[config.mk]
export PLATFORM = sky130hd
export DESIGN_NAME = pat_smooth
export DESIGN_NICKNAME = d
export VERILOG_FILES = /design/src/rtl/pat_smooth.sv
export SDC_FILE = /design/constraint.sdc
export NUM_CORES = 2
export LEC_CHECK = 0
export ABC_AREA = 1
export CAP_MARGIN = 15
export CORE_MARGIN = 10
export CORE_UTILIZATION = 35
export DETAILED_ROUTE_END_ITERATION = 8
export DONT_BUFFER_PORTS = 1
export PLACE_DENSITY = 0.57
export SYNTH_ARGS = -nofsm -noshare
export SYNTH_HDL_FRONTEND = slang
export SYNTH_SLANG_ARGS = --single-unit
[constraint.sdc]
create_clock -name clk -period 7.87 [get_ports clk]
set_input_delay 0.787 -clock clk [delete_from_list [all_inputs] [get_ports clk]]
set_output_delay 0.787 -clock clk [all_outputs]
set_load 0.01 [all_outputs]
[src/rtl/pat_smooth.sv]
// RTT smoothing: three stages, diff, multiply, round and saturate
module pat_smooth (
  input  logic        clk,
  input  logic        rst,
  input  logic        start,
  input  logic [31:0] rtt_in,
  input  logic [31:0] smooth_in,
  input  logic [15:0] gain,
  output logic        done,
  output logic [31:0] smooth_out
);

  logic               v0, v1;
  logic signed [40:0] diff;
  logic [15:0]        g0;
  logic [31:0]        sm0, sm1;
  logic signed [57:0] prod;
  logic signed [57:0] rnd_pos, rnd_neg, delta, n;

  always_ff @(posedge clk) begin
    if (rst) begin
      v0   <= 1'b0;
      v1   <= 1'b0;
      done <= 1'b0;
    end else begin
      v0   <= start;
      v1   <= v0;
      done <= v1;
    end
  end

  always_ff @(posedge clk) begin
    diff <= $signed({1'b0, rtt_in, 8'b0}) - $signed({9'b0, smooth_in});
    sm0  <= smooth_in;
    g0   <= gain;
    prod <= 58'(diff * $signed({1'b0, g0}));
    sm1  <= sm0;
    if (v1) begin
      if (n < 0) begin
        smooth_out <= '0;
      end else if (n > $signed({26'b0, 32'hFFFF_FFFF})) begin
        smooth_out <= 32'hFFFF_FFFF;
      end else begin
        smooth_out <= n[31:0];
      end
    end
  end

  // round to nearest, ties away from zero
  always_comb begin
    rnd_pos = (prod + 58'sd32768) >>> 16;
    rnd_neg = -((-prod + 58'sd32768) >>> 16);
    delta   = (prod >= 0) ? rnd_pos : rnd_neg;
    n       = $signed({26'b0, sm1}) + delta;
  end

endmodule

==> PnR_summary.wiki <==
{| class="wikitable"
! Metric !! Value
|-
| Outcome || finished, final reports clean
|-
| #FFs+latches synth || 213
|-
| Clock tree from TritonCTS || built
|-
| Post-CTS Setup Repair Bufs || 0
|-
| Maximum Capacitance Violations || 0
|-
| Number of antenna violations at the first check in global routing || 11
|-
| Slowest cell on the critical path || sky130_fd_sc_hd__dfxtp_1
|-
| Most common cell after layout, fill and taps aside || sky130_fd_sc_hd__nand2_1
|-
| Row cnt || 117
|-
| Hold violation total from the final report || 0
|-
| Final cell count without fillers || 6,152
|-
| Initial core utilization || 0.3537
|-
| Net count after synthesis || 5,746
|-
| Synth cell types || 52
|-
| Post-synthesis instance area || 0.03614 mm^2
|-
| First-pass GRT wire length || 174.9 mm
|-
| Post-synth top flop || sky130_fd_sc_hd__dfxtp_1
|-
| Portion of synthesized cell area occupied by the leading cell type || 0.3412
|-
| Iter 0 DRT Violations || 2,045
|-
| Number of inserted filler cells in the final layout || 10.82k
|-
| Max stage delay on crit path || 1.05 ns
|-
| Chip Width || 341.3 um
|-
| Kind of end point of the critical path || flop
|-
| Overall die area || 0.1165 mm^2
|-
| # hold bufs at CTS || 0
|-
| Highest attainable clock frequency || 0.1385 GHz
|-
| Actual transition at the worst max-transition pin || 1.144 ns
|-
| Synthesized instance count || 4,850
|-
| Unrepaired setup endpoints after global routing || no
|-
| Setup slack after placement || 0.6779 ns
|-
| Type of the worst setup path || flop to flop
|-
| Average size of a mapped cell || 7.452 um^2
|-
| TritonCTS sink count || 213
|-
| Final #Nets || 5,653
|-
| Post-synthesis cell type with the largest combined area || sky130_fd_sc_hd__fa_1
|-
| Core footprint || 0.1022 mm^2
|-
| Clock skew || 0.02100 ns
|-
| Setup violators final || 0
|-
| Setup TNS || 0 ns
|-
| Total Routed Length || 110.5 mm
|-
| Total number of vias || 29.37k
|-
| CTS H-Tree Depth || 1
|-
| Critical path data required time || 8.37 ns
|-
| Post-route DRC violation count || 0
|-
| Bufs on Longest Clock Path || 3
|-
| Number of CTS-inserted buffers || 28
|-
| Critical Path Source Type || flop
|-
| Share of layout cells above drive strength 1 || 0.05106
|-
| Endpoint of the worst hold-timing path || g0[13]$_DFF_P_
|-
| Overflow after GRT || 0
|-
| HP Class || primary input to flop
|-
| Most numerous cell on the critical path || sky130_fd_sc_hd__fa_1
|-
| R2r startpoint || g0[11]$_DFF_P_
|-
| Ratio of routed vias to standard cells || 4.774
|-
| Critical Path AT || 7.72 ns
|-
| Leading cell types in the layout, fill and taps excluded || sky130_fd_sc_hd__nand2_1 (1,231), sky130_fd_sc_hd__inv_1 (1,210), sky130_fd_sc_hd__fa_1 (616), sky130_fd_sc_hd__nor2_1 (274), sky130_fd_sc_hd__ha_1 (197)
|-
| Final Util || 0.3778
|-
| Cells on worst reg2reg path || 23
|-
| RR Endpoint || prod[49]$_DFF_P_
|-
| Number of ports placed on the die boundary || 116
|-
| Average wire length per cell after detail routing || 17.96 um
|-
| Clock latency reported for the late side of the worst-skew pair || 0.63 ns
|-
| Cell types occupying the most area after synthesis || sky130_fd_sc_hd__fa_1 (34%), sky130_fd_sc_hd__nand2_1 (13%), sky130_fd_sc_hd__inv_1 (13%)
|-
| Detail Route Antenna Nets || 0
|-
| Number of pins with negative max-slew slack in the final report || 0
|-
| CP cell instances || buf_4 -> nand2_1 -> inv_1 -> fa_1 -> fa_1 -> inv_1 -> fa_1 -> fa_1 -> fa_1 -> inv_1 -> fa_1 -> ha_1 -> a21oi_1 -> o21ai_0 -> a21oi_1 -> o21ai_1 -> a21oi_1 -> o21ai_0 -> a21boi_0 -> o21ai_0 -> nand2_1 -> nand2_1 -> xor2_1
|-
| Die span in y || 341.3 um
|-
| Yosys warning count || 0
|-
| Register-to-register setup slack || 0.65 ns
|-
| Final RePlAce weighted congestion || 0.9274
|-
| Fraction of the yosys area taken by sequential cells || 0.1268
|-
| Crit-path max FO || 20
|-
| Largest net degree at the start of global routing || 43
|-
| Period utilisation layout || 0.9177
|-
| Final critical-path required period || 7.222 ns
|-
| I/O Buffers || 0
|-
| Asr flop ratio synth || 0
|-
| Hpwl dp || 94.09 mm
|-
| # placed instances || 6,095
|-
| TritonRoute pass-1 iters || 6
|-
| Worst hold path depth || 0
|-
| Post-synth EDFFs || 32
|-
| Via count of the first global-routing pass || 30.42k
|-
| Start point of the worst hold path || gain[13]
|-
| Reg clk slew, reported paths || 0.07 ns
|-
| Area growth from synthesis to layout || 6.817%
|-
| Worst setup margin || 0.6477 ns
|-
| PostCTS Resize Cnt || 0
|-
| Overall fraction of global-route tracks in use || 0.1897
|-
| Root buffer cell || sky130_fd_sc_hd__clkbuf_16
|-
| Max-slew headroom at the worst pin || 0.2347
|}
==> worst max path at each step <==
stage,start,depth (start not counted),endpoint
floorplan,diff[10]$_DFF_P_,27,prod[55]$_DFF_P_
global placement,g0[11]$_DFF_P_,23,prod[49]$_DFF_P_
detailed placement,g0[11]$_DFF_P_,23,prod[49]$_DFF_P_
CTS,g0[11]$_DFF_P_,23,prod[49]$_DFF_P_
global route,g0[11]$_DFF_P_,26,prod[57]$_DFF_P_
finish,g0[11]$_DFF_P_,23,prod[49]$_DFF_P_
==> state kept, by name, summed over array words and instances (netlist names) <==
| name | flops |
|---|---|
| diff | 40 |
| done | 1 |
| g0 | 16 |
| prod | 58 |
| sm0 | 32 |
| sm1 | 32 |
| smooth_out | 32 |
| v0 | 1 |
| v1 | 1 |
==> kinds of logic after synthesis <==
family | share of synthesized area
DFF | 0.1268
muxes | 0.0002770
buffers and inverters | 0.1502
adders and majority gates | 0.4094
xor gates and xnor gates | 0.03756
AOI/OAI and AO/OA | 0.05473
and+or+nand+nor | 0.2210
==> per-stage QoR <==
stage | cell area (um^2) | hold WS, ns
after floorplan | 36140 | 0.3096
after detailed placement | 37610 | 0.3147
final | 38610 | 0.1803
after global routing | 38600 | 0.1468
after CTS | 38590 | 0.1258
after global placement | 37610 | 0.3112
==> critical path: cells and delay by family (launching register included) <==
kind	cells	cell delay, ns
buf+inv	4	0.58
compound gates	8	1.87
fa+ha+maj	7	3.20
flops	1	1.05
simple gates	3	0.25
xor+xnor	1	0.13
==> Yosys cell counts, drive strengths merged, types with 11 or more instances <==
| master | number |
|---|---|
| nand4 | 70 |
| fa | 616 |
| clkbuf | 174 |
| o21ai | 117 |
| ha | 197 |
| o21a | 14 |
| a31oi | 16 |
| dfxtp | 181 |
| xor2 | 92 |
| nand2 | 1268 |
| a21boi | 11 |
| a21oi | 169 |
| buf | 22 |
| nor2 | 325 |
| nand3 | 156 |
| inv | 1226 |
| edfxtp | 32 |
| xnor2 | 63 |
| nor3 | 41 |
==> area by class of cell <==
| type | instances | area (um^2) | share of cell area |
|---|---|---|---|
| Tap cell | 1368 | 1712 | 0.04434 |
| Sequential cell | 213 | 4584 | 0.1187 |
| Multi-Input combinational cell | 3212 | 26130 | 0.6768 |
| Inverter | 1229 | 4613 | 0.1195 |
| Antenna cell | 5 | 12.51 | 0.0003241 |
| Clock buffer | 37 | 784.5 | 0.02032 |
| Clock inverter | 15 | 196.4 | 0.005088 |
| Timing Repair Buffer | 73 | 573.1 | 0.01484 |
==> routing by layer <==
| layer | GRT usage | part of all wire |
|---|---|---|
| met2 | 0.3134 | 0.45 |
| met1 | 0.2645 | 0.46 |
| met3 | 0.02576 | 0.068 |
| met4 | 0.03507 | 0.020 |
| met5 | 0 | 0.000090 |
Power is not shown: default switching activity piles up to over one toggle a cycle in this logic, so the estimate is an artifact.
